==> src/rtl/core/fela_pkg.sv <==
// ----------------------------------------------------------------------------
// fela_pkg: shared types and constants of the free-list slot allocator
// Status codes, register indexes, stream packing, controller/datapath links.
// ----------------------------------------------------------------------------
package fela_pkg;

  // Default sizing
  localparam int MAX_SLOTS_DEF   = 256;
  localparam int OFFSET_BITS_DEF = 24;

  // Stack entries hold an 8-bit slot index
  localparam int ENTRY_W = 8;

  // Field widths
  localparam int SIZE_W   = 16;
  localparam int COUNT_W  = 9;
  localparam int OFF_W    = 24;
  localparam int STATUS_W = 3;
  localparam int SLOT_W   = 8;

  // Stream widths
  localparam int S_TDATA_W = 40;
  localparam int S_TUSER_W = 2;
  localparam int M_TDATA_W = 48;
  localparam int M_TUSER_W = 1;

  // Configuration port
  localparam int CFG_IDX_W  = 2;
  localparam int CFG_DATA_W = 16;

  localparam logic [CFG_IDX_W-1:0] REG_ELEMENT_SIZE        = 2'd0;
  localparam logic [CFG_IDX_W-1:0] REG_ELEMENT_COUNT       = 2'd1;
  localparam logic [CFG_IDX_W-1:0] REG_OVERFLOW_SIZE_LIMIT = 2'd2;

  // Reset values of the registers
  localparam logic [SIZE_W-1:0]  ELEMENT_SIZE_RST  = 16'd8;
  localparam logic [COUNT_W-1:0] ELEMENT_COUNT_RST = 9'd256;
  localparam logic [SIZE_W-1:0]  OVF_LIMIT_RST     = 16'd256;

  // Offset divider: slot size is a multiple of 8, so divide offset/8 by size/8
  localparam int DVD_W     = OFF_W - 3;
  localparam int DIVISOR_W = SIZE_W + 1 - 3;
  localparam int DIV_STEPS = DVD_W;
  localparam int DIV_CNT_W = $clog2(DIV_STEPS);

  // Action codes
  localparam logic ACTION_ALLOC = 1'b0;
  localparam logic ACTION_FREE  = 1'b1;

  typedef enum logic [STATUS_W-1:0] {
    STATUS_OK          = 3'd0,
    STATUS_POOL_EMPTY  = 3'd1,
    STATUS_OVF_BUSY    = 3'd2,
    STATUS_OVF_TOO_BIG = 3'd3,
    STATUS_STACK_FULL  = 3'd4
  } status_t;

  typedef enum logic [2:0] {
    ST_IDLE,
    ST_DISPATCH,
    ST_READ,
    ST_MUL,
    ST_DIVIDE,
    ST_PUSH,
    ST_DONE
  } state_t;

  // Controller to datapath
  typedef struct packed {
    logic    load_item;
    logic    set_status;
    status_t status_code;
    logic    take_ovf;
    logic    release_ovf;
    logic    pop;
    logic    capture_idx;
    logic    mul;
    logic    div_start;
    logic    div_step;
    logic    push;
    logic    emit;
  } ctl_cmd_t;

  // Datapath to controller
  typedef struct packed {
    logic is_free;
    logic is_odd;
    logic ovf_taken;
    logic too_big;
    logic pool_empty;
    logic free_ovf;
    logic stack_full;
    logic div_last;
    logic out_free;
  } dp_status_t;

endpackage

==> src/rtl/core/fela_ram.sv <==
// ----------------------------------------------------------------------------
// fela_ram: generic single-port-write, single-port-read RAM
// One write and one registered read per cycle.
// ----------------------------------------------------------------------------
module fela_ram #(
  parameter int WIDTH = 8,
  parameter int DEPTH = 256
) (
  input  logic                     clk,
  input  logic                     we,
  input  logic [$clog2(DEPTH)-1:0] waddr,
  input  logic [WIDTH-1:0]         wdata,
  input  logic [$clog2(DEPTH)-1:0] raddr,
  output logic [WIDTH-1:0]         rdata
);

  logic [WIDTH-1:0] mem [DEPTH];

  // Write port
  always_ff @(posedge clk) begin
    if (we) begin
      mem[waddr] <= wdata;
    end
  end

  // Registered read port
  always_ff @(posedge clk) begin
    rdata <= mem[raddr];
  end

endmodule

==> src/rtl/core/fela_datapath.sv <==
// ----------------------------------------------------------------------------
// fela_datapath: registers, free stack, multiplier and offset divider
// Executes the controller's commands and reports condition flags.
// ----------------------------------------------------------------------------
module fela_datapath #(
  parameter int MAX_SLOTS   = fela_pkg::MAX_SLOTS_DEF,
  parameter int OFFSET_BITS = fela_pkg::OFFSET_BITS_DEF
) (
  input  logic                                clk,
  input  logic                                rst,
  // configuration
  input  logic                                cfg_valid,
  input  logic [fela_pkg::CFG_IDX_W-1:0]      cfg_index,
  input  logic [fela_pkg::CFG_DATA_W-1:0]     cfg_data,
  // input item
  input  logic [fela_pkg::S_TDATA_W-1:0]      s_tdata,
  input  logic [fela_pkg::S_TUSER_W-1:0]      s_tuser,
  // result item
  output logic                                m_tvalid,
  input  logic                                m_tready,
  output logic [fela_pkg::M_TDATA_W-1:0]      m_tdata,
  output logic [fela_pkg::M_TUSER_W-1:0]      m_tuser,
  // control
  input  fela_pkg::ctl_cmd_t                  cmd,
  output fela_pkg::dp_status_t                stat
);

  localparam int IDX_W = $clog2(MAX_SLOTS);
  localparam int CNT_W = $clog2(MAX_SLOTS + 1);
  localparam logic [31:0] OFF_MASK = 32'((64'd1 << OFFSET_BITS) - 64'd1);

  // Configuration registers
  logic [fela_pkg::SIZE_W-1:0]  element_size;
  logic [fela_pkg::COUNT_W-1:0] element_count;
  logic [fela_pkg::SIZE_W-1:0]  ovf_limit;

  // Allocator state
  logic [CNT_W-1:0] free_count;
  logic [CNT_W-1:0] low_mark;   // lowest stack position written since refill
  logic             ovf_taken;

  // Latched item
  logic                         item_action;
  logic                         item_is_ovf;
  logic [fela_pkg::SIZE_W-1:0]  item_req;
  logic [fela_pkg::OFF_W-1:0]   item_offset;

  // Result fields
  fela_pkg::status_t            res_status;
  logic [fela_pkg::SLOT_W-1:0]  res_index;
  logic [fela_pkg::OFF_W-1:0]   res_offset;
  logic                         res_ovf;

  // Divider
  logic [fela_pkg::DVD_W-1:0]     div_dvd;
  logic [fela_pkg::DIVISOR_W-1:0] div_rem;
  logic [fela_pkg::ENTRY_W-1:0]   div_q;
  logic [fela_pkg::DIV_CNT_W-1:0] div_cnt;
  logic [fela_pkg::DIVISOR_W:0]   div_trial;
  logic                           div_fits;

  // Derived values
  logic [fela_pkg::SIZE_W:0]      size_plus;
  logic [fela_pkg::DIVISOR_W-1:0] size_units;
  logic [fela_pkg::SIZE_W:0]      rounded;
  logic [CNT_W-1:0]               cap;
  logic [CNT_W-1:0]               cap_new;
  logic [24:0]                    product;
  logic [31:0]                    product_masked;

  // Stack memory
  logic [IDX_W-1:0]             ram_waddr;
  logic [IDX_W-1:0]             ram_raddr;
  logic [fela_pkg::ENTRY_W-1:0] ram_wdata;
  logic [fela_pkg::ENTRY_W-1:0] ram_rdata;

  // Slot size rounded up to a multiple of 8
  assign size_plus  = {1'b0, element_size} + 17'd7;
  assign size_units = size_plus[fela_pkg::SIZE_W:3];
  assign rounded    = {size_units, 3'b000};

  // Capacity: element_count clamped to the stack depth
  assign cap     = (32'(element_count) > 32'(MAX_SLOTS)) ? CNT_W'(MAX_SLOTS)
                                                        : CNT_W'(element_count);
  assign cap_new = (32'(cfg_data[fela_pkg::COUNT_W-1:0]) > 32'(MAX_SLOTS)) ?
                   CNT_W'(MAX_SLOTS) : CNT_W'(cfg_data[fela_pkg::COUNT_W-1:0]);

  // Slot offset product
  assign product        = 25'(res_index) * 25'(rounded);
  assign product_masked = 32'(product) & OFF_MASK;

  // Restoring divider step
  assign div_trial = {div_rem, div_dvd[fela_pkg::DVD_W-1]};
  assign div_fits  = div_trial >= {1'b0, size_units};

  // Stack memory ports
  assign ram_raddr = IDX_W'(free_count - CNT_W'(1));
  assign ram_waddr = IDX_W'(free_count);
  assign ram_wdata = (size_units == '0) ? '1 : div_q;

  fela_ram #(
    .WIDTH (fela_pkg::ENTRY_W),
    .DEPTH (MAX_SLOTS)
  ) u_stack (
    .clk   (clk),
    .we    (cmd.push),
    .waddr (ram_waddr),
    .wdata (ram_wdata),
    .raddr (ram_raddr),
    .rdata (ram_rdata)
  );

  // Configuration registers
  always_ff @(posedge clk) begin
    if (rst) begin
      element_size  <= fela_pkg::ELEMENT_SIZE_RST;
      element_count <= fela_pkg::ELEMENT_COUNT_RST;
      ovf_limit     <= fela_pkg::OVF_LIMIT_RST;
    end else if (cfg_valid) begin
      case (cfg_index)
        fela_pkg::REG_ELEMENT_SIZE:        element_size  <= cfg_data;
        fela_pkg::REG_ELEMENT_COUNT:       element_count <= cfg_data[fela_pkg::COUNT_W-1:0];
        fela_pkg::REG_OVERFLOW_SIZE_LIMIT: ovf_limit     <= cfg_data;
        default: ;
      endcase
    end
  end

  // Free count, low mark and overflow flag; a count write refills the stack
  always_ff @(posedge clk) begin
    if (rst) begin
      free_count <= (32'(fela_pkg::ELEMENT_COUNT_RST) > 32'(MAX_SLOTS)) ?
                    CNT_W'(MAX_SLOTS) : CNT_W'(fela_pkg::ELEMENT_COUNT_RST);
      low_mark   <= CNT_W'(MAX_SLOTS);
      ovf_taken  <= 1'b0;
    end else if (cfg_valid && cfg_index == fela_pkg::REG_ELEMENT_COUNT) begin
      free_count <= cap_new;
      low_mark   <= CNT_W'(MAX_SLOTS);
      ovf_taken  <= 1'b0;
    end else begin
      if (cmd.pop) begin
        free_count <= free_count - CNT_W'(1);
      end else if (cmd.push) begin
        free_count <= free_count + CNT_W'(1);
        if (free_count < low_mark) begin
          low_mark <= free_count;
        end
      end
      if (cmd.take_ovf) begin
        ovf_taken <= 1'b1;
      end else if (cmd.release_ovf) begin
        ovf_taken <= 1'b0;
      end
    end
  end

  // Item capture and result fields
  always_ff @(posedge clk) begin
    if (cmd.load_item) begin
      item_req    <= s_tdata[15:0];
      item_offset <= s_tdata[39:16];
      item_action <= s_tuser[0];
      item_is_ovf <= s_tuser[1];
      res_status  <= fela_pkg::STATUS_OK;
      res_index   <= '0;
      res_offset  <= '0;
      res_ovf     <= 1'b0;
    end else begin
      if (cmd.set_status) begin
        res_status <= cmd.status_code;
      end
      if (cmd.take_ovf) begin
        res_ovf <= 1'b1;
      end
      // Positions at or above the low mark hold pushed data; below it, reset data
      if (cmd.capture_idx) begin
        res_index <= (free_count >= low_mark) ? ram_rdata
                                              : fela_pkg::ENTRY_W'(free_count);
      end
      if (cmd.mul) begin
        res_offset <= product_masked[fela_pkg::OFF_W-1:0];
      end
    end
  end

  // Offset divider: one quotient bit per cycle
  always_ff @(posedge clk) begin
    if (cmd.div_start) begin
      div_dvd <= item_offset[fela_pkg::OFF_W-1:3];
      div_rem <= '0;
      div_q   <= '0;
      div_cnt <= '0;
    end else if (cmd.div_step) begin
      div_dvd <= {div_dvd[fela_pkg::DVD_W-2:0], 1'b0};
      div_rem <= div_fits ? fela_pkg::DIVISOR_W'(div_trial - {1'b0, size_units})
                          : div_trial[fela_pkg::DIVISOR_W-1:0];
      div_q   <= {div_q[fela_pkg::ENTRY_W-2:0], div_fits};
      div_cnt <= div_cnt + fela_pkg::DIV_CNT_W'(1);
    end
  end

  // Output register
  always_ff @(posedge clk) begin
    if (rst) begin
      m_tvalid <= 1'b0;
    end else if (cmd.emit) begin
      m_tvalid <= 1'b1;
    end else if (m_tready) begin
      m_tvalid <= 1'b0;
    end
  end

  always_ff @(posedge clk) begin
    if (cmd.emit) begin
      m_tdata <= {4'b0000, fela_pkg::COUNT_W'(free_count), res_offset, res_index,
                  res_status};
      m_tuser <= res_ovf;
    end
  end

  // Condition flags
  always_comb begin
    stat.is_free    = item_action == fela_pkg::ACTION_FREE;
    stat.is_odd     = item_req != element_size;
    stat.ovf_taken  = ovf_taken;
    stat.too_big    = item_req >= ovf_limit;
    stat.pool_empty = free_count == '0;
    stat.free_ovf   = item_is_ovf;
    stat.stack_full = free_count >= cap;
    stat.div_last   = div_cnt == fela_pkg::DIV_CNT_W'(fela_pkg::DIV_STEPS - 1);
    stat.out_free   = !m_tvalid || m_tready;
  end

endmodule

==> src/rtl/core/fela_ctrl.sv <==
// ----------------------------------------------------------------------------
// fela_ctrl: allocator sequencer
// Walks each item through decide, then stack read and multiply or divide and stack push, then emit.
// ----------------------------------------------------------------------------
module fela_ctrl (
  input  logic                  clk,
  input  logic                  rst,
  input  logic                  s_tvalid,
  output logic                  s_tready,
  input  fela_pkg::dp_status_t  stat,
  output fela_pkg::ctl_cmd_t    cmd
);

  fela_pkg::state_t state;
  fela_pkg::state_t state_next;

  // State register
  always_ff @(posedge clk) begin
    if (rst) begin
      state <= fela_pkg::ST_IDLE;
    end else begin
      state <= state_next;
    end
  end

  // Next state
  always_comb begin
    state_next = state;
    case (state)
      fela_pkg::ST_IDLE: begin
        if (s_tvalid) state_next = fela_pkg::ST_DISPATCH;
      end
      fela_pkg::ST_DISPATCH: begin
        if (!stat.is_free) begin
          if (stat.is_odd || stat.pool_empty) state_next = fela_pkg::ST_DONE;
          else                                state_next = fela_pkg::ST_READ;
        end else begin
          if (stat.free_ovf || stat.stack_full) state_next = fela_pkg::ST_DONE;
          else                                  state_next = fela_pkg::ST_DIVIDE;
        end
      end
      fela_pkg::ST_READ:   state_next = fela_pkg::ST_MUL;
      fela_pkg::ST_MUL:    state_next = fela_pkg::ST_DONE;
      fela_pkg::ST_DIVIDE: begin
        if (stat.div_last) state_next = fela_pkg::ST_PUSH;
      end
      fela_pkg::ST_PUSH:   state_next = fela_pkg::ST_DONE;
      fela_pkg::ST_DONE: begin
        if (stat.out_free) state_next = fela_pkg::ST_IDLE;
      end
      default:             state_next = fela_pkg::ST_IDLE;
    endcase
  end

  // Outputs
  always_comb begin
    cmd      = '0;
    s_tready = 1'b0;
    case (state)
      fela_pkg::ST_IDLE: begin
        // hold off items while in reset
        s_tready      = !rst;
        cmd.load_item = s_tvalid && !rst;
      end
      fela_pkg::ST_DISPATCH: begin
        if (!stat.is_free) begin
          if (stat.is_odd) begin
            // odd size goes to the overflow buffer
            if (stat.ovf_taken) begin
              cmd.set_status  = 1'b1;
              cmd.status_code = fela_pkg::STATUS_OVF_BUSY;
            end else if (stat.too_big) begin
              cmd.set_status  = 1'b1;
              cmd.status_code = fela_pkg::STATUS_OVF_TOO_BIG;
            end else begin
              cmd.take_ovf = 1'b1;
            end
          end else if (stat.pool_empty) begin
            cmd.set_status  = 1'b1;
            cmd.status_code = fela_pkg::STATUS_POOL_EMPTY;
          end else begin
            cmd.pop = 1'b1;
          end
        end else begin
          if (stat.free_ovf) begin
            cmd.release_ovf = 1'b1;
          end else if (stat.stack_full) begin
            cmd.set_status  = 1'b1;
            cmd.status_code = fela_pkg::STATUS_STACK_FULL;
          end else begin
            cmd.div_start = 1'b1;
          end
        end
      end
      fela_pkg::ST_READ:   cmd.capture_idx = 1'b1;
      fela_pkg::ST_MUL:    cmd.mul = 1'b1;
      fela_pkg::ST_DIVIDE: cmd.div_step = 1'b1;
      fela_pkg::ST_PUSH:   cmd.push = 1'b1;
      fela_pkg::ST_DONE:   cmd.emit = stat.out_free;
      default: ;
    endcase
  end

endmodule

==> src/rtl/core/fixed_element_free_list_allocator_core.sv <==
// Sequence: overflow alloc/free and failed requests: dispatch, then result emit.
// Slot alloc: dispatch, stack read, then offset multiply, then emit.
// Slot free: dispatch, the 21-step offset divider (one quotient bit a cycle), then stack push.
// Throughput: one item at a time; the next item is taken once the result is in the
// output register.
// Reset: synchronous; registers to defaults, stack full with 0..count-1, no clear pass.
// ----------------------------------------------------------------------------
// fixed_element_free_list_allocator_core: fixed-size slot pool allocator
// Free-list stack of slot indices plus one overflow buffer for odd sizes.
// ----------------------------------------------------------------------------
module fixed_element_free_list_allocator_core #(
  parameter int MAX_SLOTS   = fela_pkg::MAX_SLOTS_DEF,
  parameter int OFFSET_BITS = fela_pkg::OFFSET_BITS_DEF
) (
  input  logic                            clk,
  input  logic                            rst,
  // configuration write
  input  logic                            cfg_valid,
  output logic                            cfg_ready,
  input  logic [fela_pkg::CFG_IDX_W-1:0]  cfg_index,
  input  logic [fela_pkg::CFG_DATA_W-1:0] cfg_data,
  // request stream
  input  logic                            s_tvalid,
  output logic                            s_tready,
  input  logic [fela_pkg::S_TDATA_W-1:0]  s_tdata,   // request_size, free_byte_offset
  input  logic [fela_pkg::S_TUSER_W-1:0]  s_tuser,   // action, free_is_overflow
  // result stream
  output logic                            m_tvalid,
  input  logic                            m_tready,
  output logic [fela_pkg::M_TDATA_W-1:0]  m_tdata,   // status, slot_index,
                                                     // slot_byte_offset, free_remaining
  output logic [fela_pkg::M_TUSER_W-1:0]  m_tuser    // got_overflow
);

  fela_pkg::ctl_cmd_t   cmd;
  fela_pkg::dp_status_t stat;

  // Take register writes at once; the host must issue them only between items (not enforced here)
  assign cfg_ready = 1'b1;

  fela_ctrl u_ctrl (
    .clk      (clk),
    .rst      (rst),
    .s_tvalid (s_tvalid),
    .s_tready (s_tready),
    .stat     (stat),
    .cmd      (cmd)
  );

  fela_datapath #(
    .MAX_SLOTS   (MAX_SLOTS),
    .OFFSET_BITS (OFFSET_BITS)
  ) u_dp (
    .clk       (clk),
    .rst       (rst),
    .cfg_valid (cfg_valid),
    .cfg_index (cfg_index),
    .cfg_data  (cfg_data),
    .s_tdata   (s_tdata),
    .s_tuser   (s_tuser),
    .m_tvalid  (m_tvalid),
    .m_tready  (m_tready),
    .m_tdata   (m_tdata),
    .m_tuser   (m_tuser),
    .cmd       (cmd),
    .stat      (stat)
  );

endmodule

==> config.mk <==
export PLATFORM = sky130hd
export DESIGN_NAME = fixed_element_free_list_allocator_core
export DESIGN_NICKNAME = d
export VERILOG_FILES = /design/src/rtl/core/fela_pkg.sv /design/src/rtl/core/fela_ram.sv /design/src/rtl/core/fela_datapath.sv /design/src/rtl/core/fela_ctrl.sv /design/src/rtl/core/fixed_element_free_list_allocator_core.sv
export SDC_FILE = /design/constraint.sdc
export NUM_CORES = 2
export LEC_CHECK = 0
export BUFFER_PORTS_ARGS = -buffer_cell sky130_fd_sc_hd__buf_4
export CORE_ASPECT_RATIO = 1.2
export CORE_MARGIN = 2
export CORE_UTILIZATION = 50
export CTS_BUF_LIST = sky130_fd_sc_hd__clkbuf_16
export DETAILED_ROUTE_END_ITERATION = 6
export PLACE_DENSITY = 0.77
export RECOVER_POWER = 100
export SETUP_SLACK_MARGIN = 0.15
export SYNTH_ARGS = -nofsm -noshare
export SYNTH_HDL_FRONTEND = slang
export SYNTH_SLANG_ARGS = --single-unit
==> constraint.sdc <==
create_clock -name clk -period 6.2 [get_ports clk]
set_input_delay 1.55 -clock clk [delete_from_list [all_inputs] [get_ports clk]]
set_output_delay 1.55 -clock clk [all_outputs]
set_load 0.02 [all_outputs]
# Word-level counts from Yosys, hierarchy flattened

Memories as Yosys holds them, arrays and structs flattened. A register that Yosys moved wholly into a read port is not among the register bits.
Index checks and enable logic that the tools add are counted.

Memory bits (writable): 2048
Input port bits: 65
Flip-flop bits (word level): 229
Memories: 1

Eq/ne operators: 13
Add/sub/neg operators: 5
Multipliers: 1
$lt $le $gt $ge: 7
Mux-type cells: 51
Bitwise operators: 1
Reduce and logical (&&, ||, !) cells: 22

Memory list:

| name             | depth | width | read ports | clocked after Yosys merged registers in | wr ports | line           | text |
|---|---|---|---|---|---|---|---|
| u_dp.u_stack.mem | 256   | 8     | 1          | 1                                       | 1        | fela_ram.sv:17 | `logic [WIDTH-1:0] mem [DEPTH];` |

Operator list:

| kind                                                  | count |
|---|---|
| two-way mux 9 bit                                     | 5 |
| two-way mux 21 bit                                    | 2 |
| two-way mux 4 bit                                     | 7 |
| two-way mux 1 bit                                     | 26 |
| multiplier 8 x 14 -> 21 bit                           | 1 |
| >= comparator 9 bit                                   | 2 |
| greater-than comparator 9 bit (second input constant) | 2 |
| case mux 3 bit (6 select lines)                       | 1 |
| adder 16 x 3 -> 17 bit (second input constant)        | 1 |
| >= comparator 16 bit                                  | 1 |
| two-way mux 8 bit                                     | 2 |
| inequality test 16 bit                                | 1 |
| >= comparator 15 x 14 -> 1 bit                        | 1 |
| two-way mux 3 bit                                     | 5 |
| zero test 14 bit                                      | 1 |
| two-way mux 14 bit                                    | 1 |
| subtractor 14 bit                                     | 1 |
| adder 9 x 1 -> 9 bit (second input constant)          | 1 |
| equality test 3 bit (second input constant)           | 3 |
| zero test 9 bit                                       | 1 |
| less-than comparator 9 bit                            | 1 |
| subtractor 9 x 1 -> 9 bit (second input constant)     | 1 |
| two-way mux 7 bit                                     | 1 |
| equality test 3 x 2 -> 1 bit (second input constant)  | 2 |
| 19 further kinds                                      | 30 |

# Logic depth before layout (Yosys ltp)

Depth after elaboration: 9
Depth in mapped cells: 23
Depth with buffers taken out: 22

# Hierarchy

From an unflattened synthesis, not the netlist that was laid out.

Cell total of the unflattened synthesis: 5155
Area total of the unflattened synthesis: 93648.6 µm²

By module, submodules not included:

| module                                 | area each (µm²) | times used | cells each |
|---|---|---|---|
| fela_ram                               | 79556.3         | 1          | 3733 |
| fela_datapath                          | 13751.9         | 1          | 1374 |
| fela_ctrl                              | 329.1           | 1          | 46 |
| fixed_element_free_list_allocator_core | 11.3            | 1          | 2 |

# Worst setup path before layout

OpenSTA, ideal clock, no wires.

Path kind: reg-to-reg
Start: register u_dp.element_size[0] (netlist name)
End: register u_dp.res_offset[23] (netlist name)
Setup slack: 887 ps
Clock period less this slack: 5313 ps
Cell stages (with the launch flop): 22
Arrival: 5191 ps
Path buffers: 1
Setup time: 122 ps
Cell sequence: dfxtp_1 o31a_1 and4_1 clkbuf_1 and4_1 nand2_1 xor2_1 nor2b_1 fa_1 fa_1 fa_1 inv_1 fa_1 inv_1 ha_1 a2111oi_0 o21ai_0 a31oi_1 o31ai_1 nand3_1 nand4_1 nor3b_1

Word-level cells in the longest chain between the ends: 2

RTL lines:

| item                        | line                 | text |
|---|---|---|
| start, declared             | fela_datapath.sv:33  | `logic [fela_pkg::SIZE_W-1:0] element_size;` |
| start signal, assigned      | fela_datapath.sv:116 | `element_size <= fela_pkg::ELEMENT_SIZE_RST;` |
| start signal, assigned      | fela_datapath.sv:121 | `fela_pkg::REG_ELEMENT_SIZE: element_size <= cfg_data;` |
| adder 16 x 3 -> 17 bit      | fela_datapath.sv:78  | `assign size_plus = {1'b0, element_size} + 17'd7;` |
| multiplier 8 x 14 -> 21 bit | fela_datapath.sv:89  | `assign product = 25'(res_index) * 25'(rounded);` |
| end signal, assigned        | fela_datapath.sv:181 | `res_offset <= product_masked[fela_pkg::OFF_W-1:0];` |
| end, declared               | fela_datapath.sv:51  | `logic [fela_pkg::OFF_W-1:0] res_offset;` |

Every way passes these cells.
A chain may end at the register's enable or synchronous reset.

# Final worst setup path

Start: register u_dp.element_size[3] (netlist name)
End: memory u_dp.u_stack.mem[213][7] (data pin)

Word-level cells in the longest chain between the ends: 3

RTL lines:

| item                         | line                | text |
|---|---|---|
| adder 16 x 3 -> 17 bit       | fela_datapath.sv:78 |  |
| zero test 14 bit             | fela_datapath.sv:99 | `assign ram_wdata = (size_units == '0) ? '1 : div_q;` |
| two-way mux 8 bit            | fela_datapath.sv:99 |  |
| via u_dp.ram_wdata (one bit) | fela_datapath.sv:74 | `logic [fela_pkg::ENTRY_W-1:0] ram_wdata;` |
| end, declared                | fela_ram.sv:17      |  |

The timed path passes the listed nets, and every way through them passes these cells.

==> results.md <==
Run status:
- The flow ran to the end, but the final reports show violations.
- The checks that failed: max-capacitance violations, max-slew violations.

Placed design:
- The count of input and output buffers is 105.
- Routability-driven placement finished with a final weighted congestion of 0.8933.
- The number of placed cells counting well taps is 7126.
- The total half-perimeter wirelength after legalization and detailed placement is 131100 um.
- The post-detailed-placement cell area is 96740 um^2.

Route:
- The detailed-route vias per instance is 6.256.
- The number of detailed-route iterations in the first pass is 5.
- For this block, the routed nets add up to 221800 um of wire.
- In the routed design, unresolved DRC markers number 0.
- The count of vias placed by the detailed router is 47.01k.
- The detail-routed net length per standard cell is 29.52 um.
- The count of nets left with antenna violations once routing finished came out at 0.
- The initial detailed-routing violation count is 5525.

Clocking:
- The CTS tree is built.
- The post-CTS clock slew at the launch and capture registers of the worst setup and hold paths is 0.08 ns.
- The clock latency at the later pin of the worst-skew pair is 0.86 ns.
- The deepest clock path buffer count is 3.
- The clock drives 2282 sinks.
- The root buffer cell chosen for the clock tree is clkbuf_16.
- In this run the number of H-tree levels came out at 4.
- Buffers inserted during clock tree synthesis total 205.

STA:
- Measured against its own limit, the worst slew margin works out to -1.508.
- Derived from the worst setup path, the maximum achievable clock frequency is 168.2 MHz.
- Setup violations remaining at the end of the flow were counted as 0.
- In the finished design, the share of the clock period the worst path needs comes to 0.9592.
- After routing, the total negative slack on setup checks comes to 0 ns.
- The actual slew at the worst max-slew pin is 3.762 ns.
- The final-report max-slew violation count was 1074.
- The hold violation total from the final report is 0.
- Across the routed clock network, the largest skew measured is 0.03777 ns.
- The post-layout minimum cycle time is 5.947 ns.
- Setup repair after global routing could not meet its margin everywhere.

Cells and area:
- The count of cells in the finished layout, fillers not included, comes to 7515.
- From synthesis to final layout, the design area changed by 10.99%.
- The final instance area is 103000 um^2.
- In the final layout, the share of cells above drive strength 1 is 0.2212.
- The total number of nets in the final design is 5116.
- Once layout is complete, the utilization of the core stands at 0.5574.

Floorplanning:
- The die covers 189100 um^2.
- The die is 397.3 um wide.
- After floorplanning, the core was sized to cover 184900 um^2.
- The die is 476.0 um tall.
- The number of placed I/O pins is 117.
- For this configuration, the core starts out at a cell density of 0.5022.
- In this run the core area contains 173 standard-cell rows.

Global route:
- The first global-routing pass estimated 325300 um of wire.
- The number of global-route vias before repair is 47.72k.
- Entering global routing, the biggest net connects 152 pins.
- The total track usage is 0.2357.
- The number of antenna violations at the first check in global routing was 2.
- For this run the aggregate overflow at the end of global routing stands at 0.

Critical path:
- The category of the worst setup path capture point is a flop.
- The worst setup path is of the reg -> reg kind.
- In this run the worst path has a maximum fanout of 91.
- The data required time at the worst endpoint is 6.72 ns.
- The startpoint type of the worst setup path is a flop.
- At the worst endpoint, the arrival time is 6.46 ns.

Yosys:
- The post-synth design cell area is 92830 um^2.
- The async set-reset flop share out of synthesis is 0.
- For this run, the register share of the synthesized area comes to 0.7239.
- Counting distinct cell types in the post-synthesis netlist gives 65.
- Counting flops with a built-in enable in the synthesized netlist gives 2150.
- The mean instance size in the synthesized netlist is 19.65 um^2.
- The top flip-flop cell by instance count after synthesis is edfxtp_1.
- The number of warning messages in the yosys log is 0.
- Synthesis produced a netlist whose cell count is 4723.
- Counting flops and latches in the post-synthesis netlist gives 2282.

Power:
- The leakage power of the design is 32.22 nW.
- The worst-case IR drop observed on VDD is 0.2986 mV.
- The overall power consumption is 0.03548 W.
- The power density over cell area is 344.4 nW/um^2.

Flow run:
- The max capacitance violation total is 25.

Worst hold path:
- The worst hold path belongs to the class reg -> reg.
==> cells in the mapped netlist, drive strengths merged (6+ instances only) <==
library cell  count  area, um^2
nor3             10       50.05
a22o             18       157.7
o221ai            9       78.83
a21o             17       127.6
xor2             22       192.7
mux2             21       236.5
fa               72        1441
nand3b            7       52.55
a211oi           18       135.1
a22oi            43       322.8
a21oi            96       480.5
ha               95        1189
nor2            326        1229
inv             125       469.2
and3              6       37.54
nand2b           22       137.6
o22ai             7       43.79
xnor2            48       420.4
nor4             10       62.56
mux2i            23       230.2
nor2b            65       406.6
o21a             10       75.07
a31oi             7       43.79
clkbuf          166       624.3
nor3b             8       60.06
or3               7       43.79
nand4            14       87.58
buf              95       591.8
mux4            640       14410
nand2           223       837.1
or2              16       100.1
o21ai            54       270.3
a221oi           18       157.7
edfxtp         2150       64560
nand3            37       185.2
and2             37       231.5
dfxtp           132        2643
==> timing repair <==
item	4_1_cts	5_1_grt
hold endpoints to repair	0	0
hold buffers	0	0
buffers inserted	0	1
resized for setup	0	4
setup endpoints to repair	0	4
==> final cells by class <==
class / count / area, um^2
diodes: 2 / 5.005
clock buffers: 207 / 5180
clock inverters: 179 / 1513
fillers: 13400 / 81820
inverters: 127 / 476.7
multi-input cells: 2059 / 24020
flip-flops and latches: 2282 / 67210
well taps: 2450 / 3065
repair buffers: 209 / 1565
==> per-layer routing <==
| layer | track usage | vias to the layer above | part of all wire |
|---|---|---|---|
| met5 | 0 | - | 0 |
| met4 | 0.1074 | 0 | 0.053 |
| met3 | 0.04203 | 526 | 0.084 |
| met2 | 0.3981 | 2653 | 0.51 |
| met1 | 0.2991 | 24550 | 0.36 |
| li1 | - | 19290 | - |
==> registers in the layout, indices dropped and copies added, names as in the netlist, 3 cells and up <==
register            count
u_dp.element_count      9
u_dp.u_stack.rdata      8
u_dp.ovf_limit         16
u_dp.res_offset        21
u_dp.free_count         9
u_dp.item_offset       21
u_dp.div_q              8
u_dp.item_req          16
u_ctrl.state            3
u_dp.res_index          8
u_dp.element_size      16
u_dp.res_status         3
u_dp.div_dvd           21
u_dp.div_cnt            5
u_dp.div_rem           14
u_dp.m_tdata           41
u_dp.low_mark           9
u_dp.u_stack.mem     2048
==> cells in the final DEF (no fill, tap or decap), types with 66 or more instances in the layout <==
cell	n
clkbuf_16	207
inv_1	165
mux4_2	640
buf_4	66
a21oi_1	95
ha_1	95
clkbuf_1	69
nand2_1	223
edfxtp_1	2150
fa_1	72
nor2_1	321
dfxtp_1	131
==> cell families after synthesis <==
kind of cell,count (synthesis),synth area share
buffers and inverters,388,0.01824
XOR/XNOR,70,0.006604
multiplexers,684,0.1603
AO/OA/AOI/OAI,327,0.02313
flip-flops,2282,0.7239
adder cells (fa/ha/maj),167,0.02833
other,2,0.00008090
AND/OR/NAND/NOR,803,0.03937
==> per-stage QoR <==
stage / hold WS, ns / worst slack [ns]
2_1_floorplan: 0.4030 / 0.8870
3_3_place_gp: 0.4117 / 0.4846
3_5_place_dp: 0.4195 / 0.4378
4_1_cts: 0.4338 / 0.3197
5_1_grt: 0.4434 / 0.06663
6_report: 0.4327 / 0.2532
==> worst max-delay path: stages (launching register included) <==
cell and delay, ns:
dfxtp_1 0.41, o31a_1 0.30, clkbuf_4 0.19, nor2_1 0.18, nor3_1 0.29, clkbuf_1 0.40, or2_1 2.73, clkbuf_2 1.01
==> where the power goes <==
group          switching (W)  internal (W)  leakage, nW
clock network        0.00565       0.00701         3.42
registers           0.000264        0.0185         20.8
logic                0.00288       0.00122         8.02
==> path summary, 6_finish.rpt <==
check | depth (start not counted) | end | from | slack [ns]
setup / recovery | 7 | u_dp.u_stack.mem[213][7]$_DFFE_PP_ | u_dp.element_size[3]$_SDFFE_PP1P_ | 0.25
hold / removal | 0 | u_dp.m_tdata[14]$_DFFE_PP_ | u_dp.res_offset[3]$_SDFFE_PP0N_ | 0.43
setup reg to reg | 7 | u_dp.u_stack.mem[213][7]$_DFFE_PP_ | u_dp.element_size[3]$_SDFFE_PP1P_ | 0.25
hold reg to reg | 0 | u_dp.m_tdata[14]$_DFFE_PP_ | u_dp.res_offset[3]$_SDFFE_PP0N_ | 0.43
(Power assumes the default switching activity.)
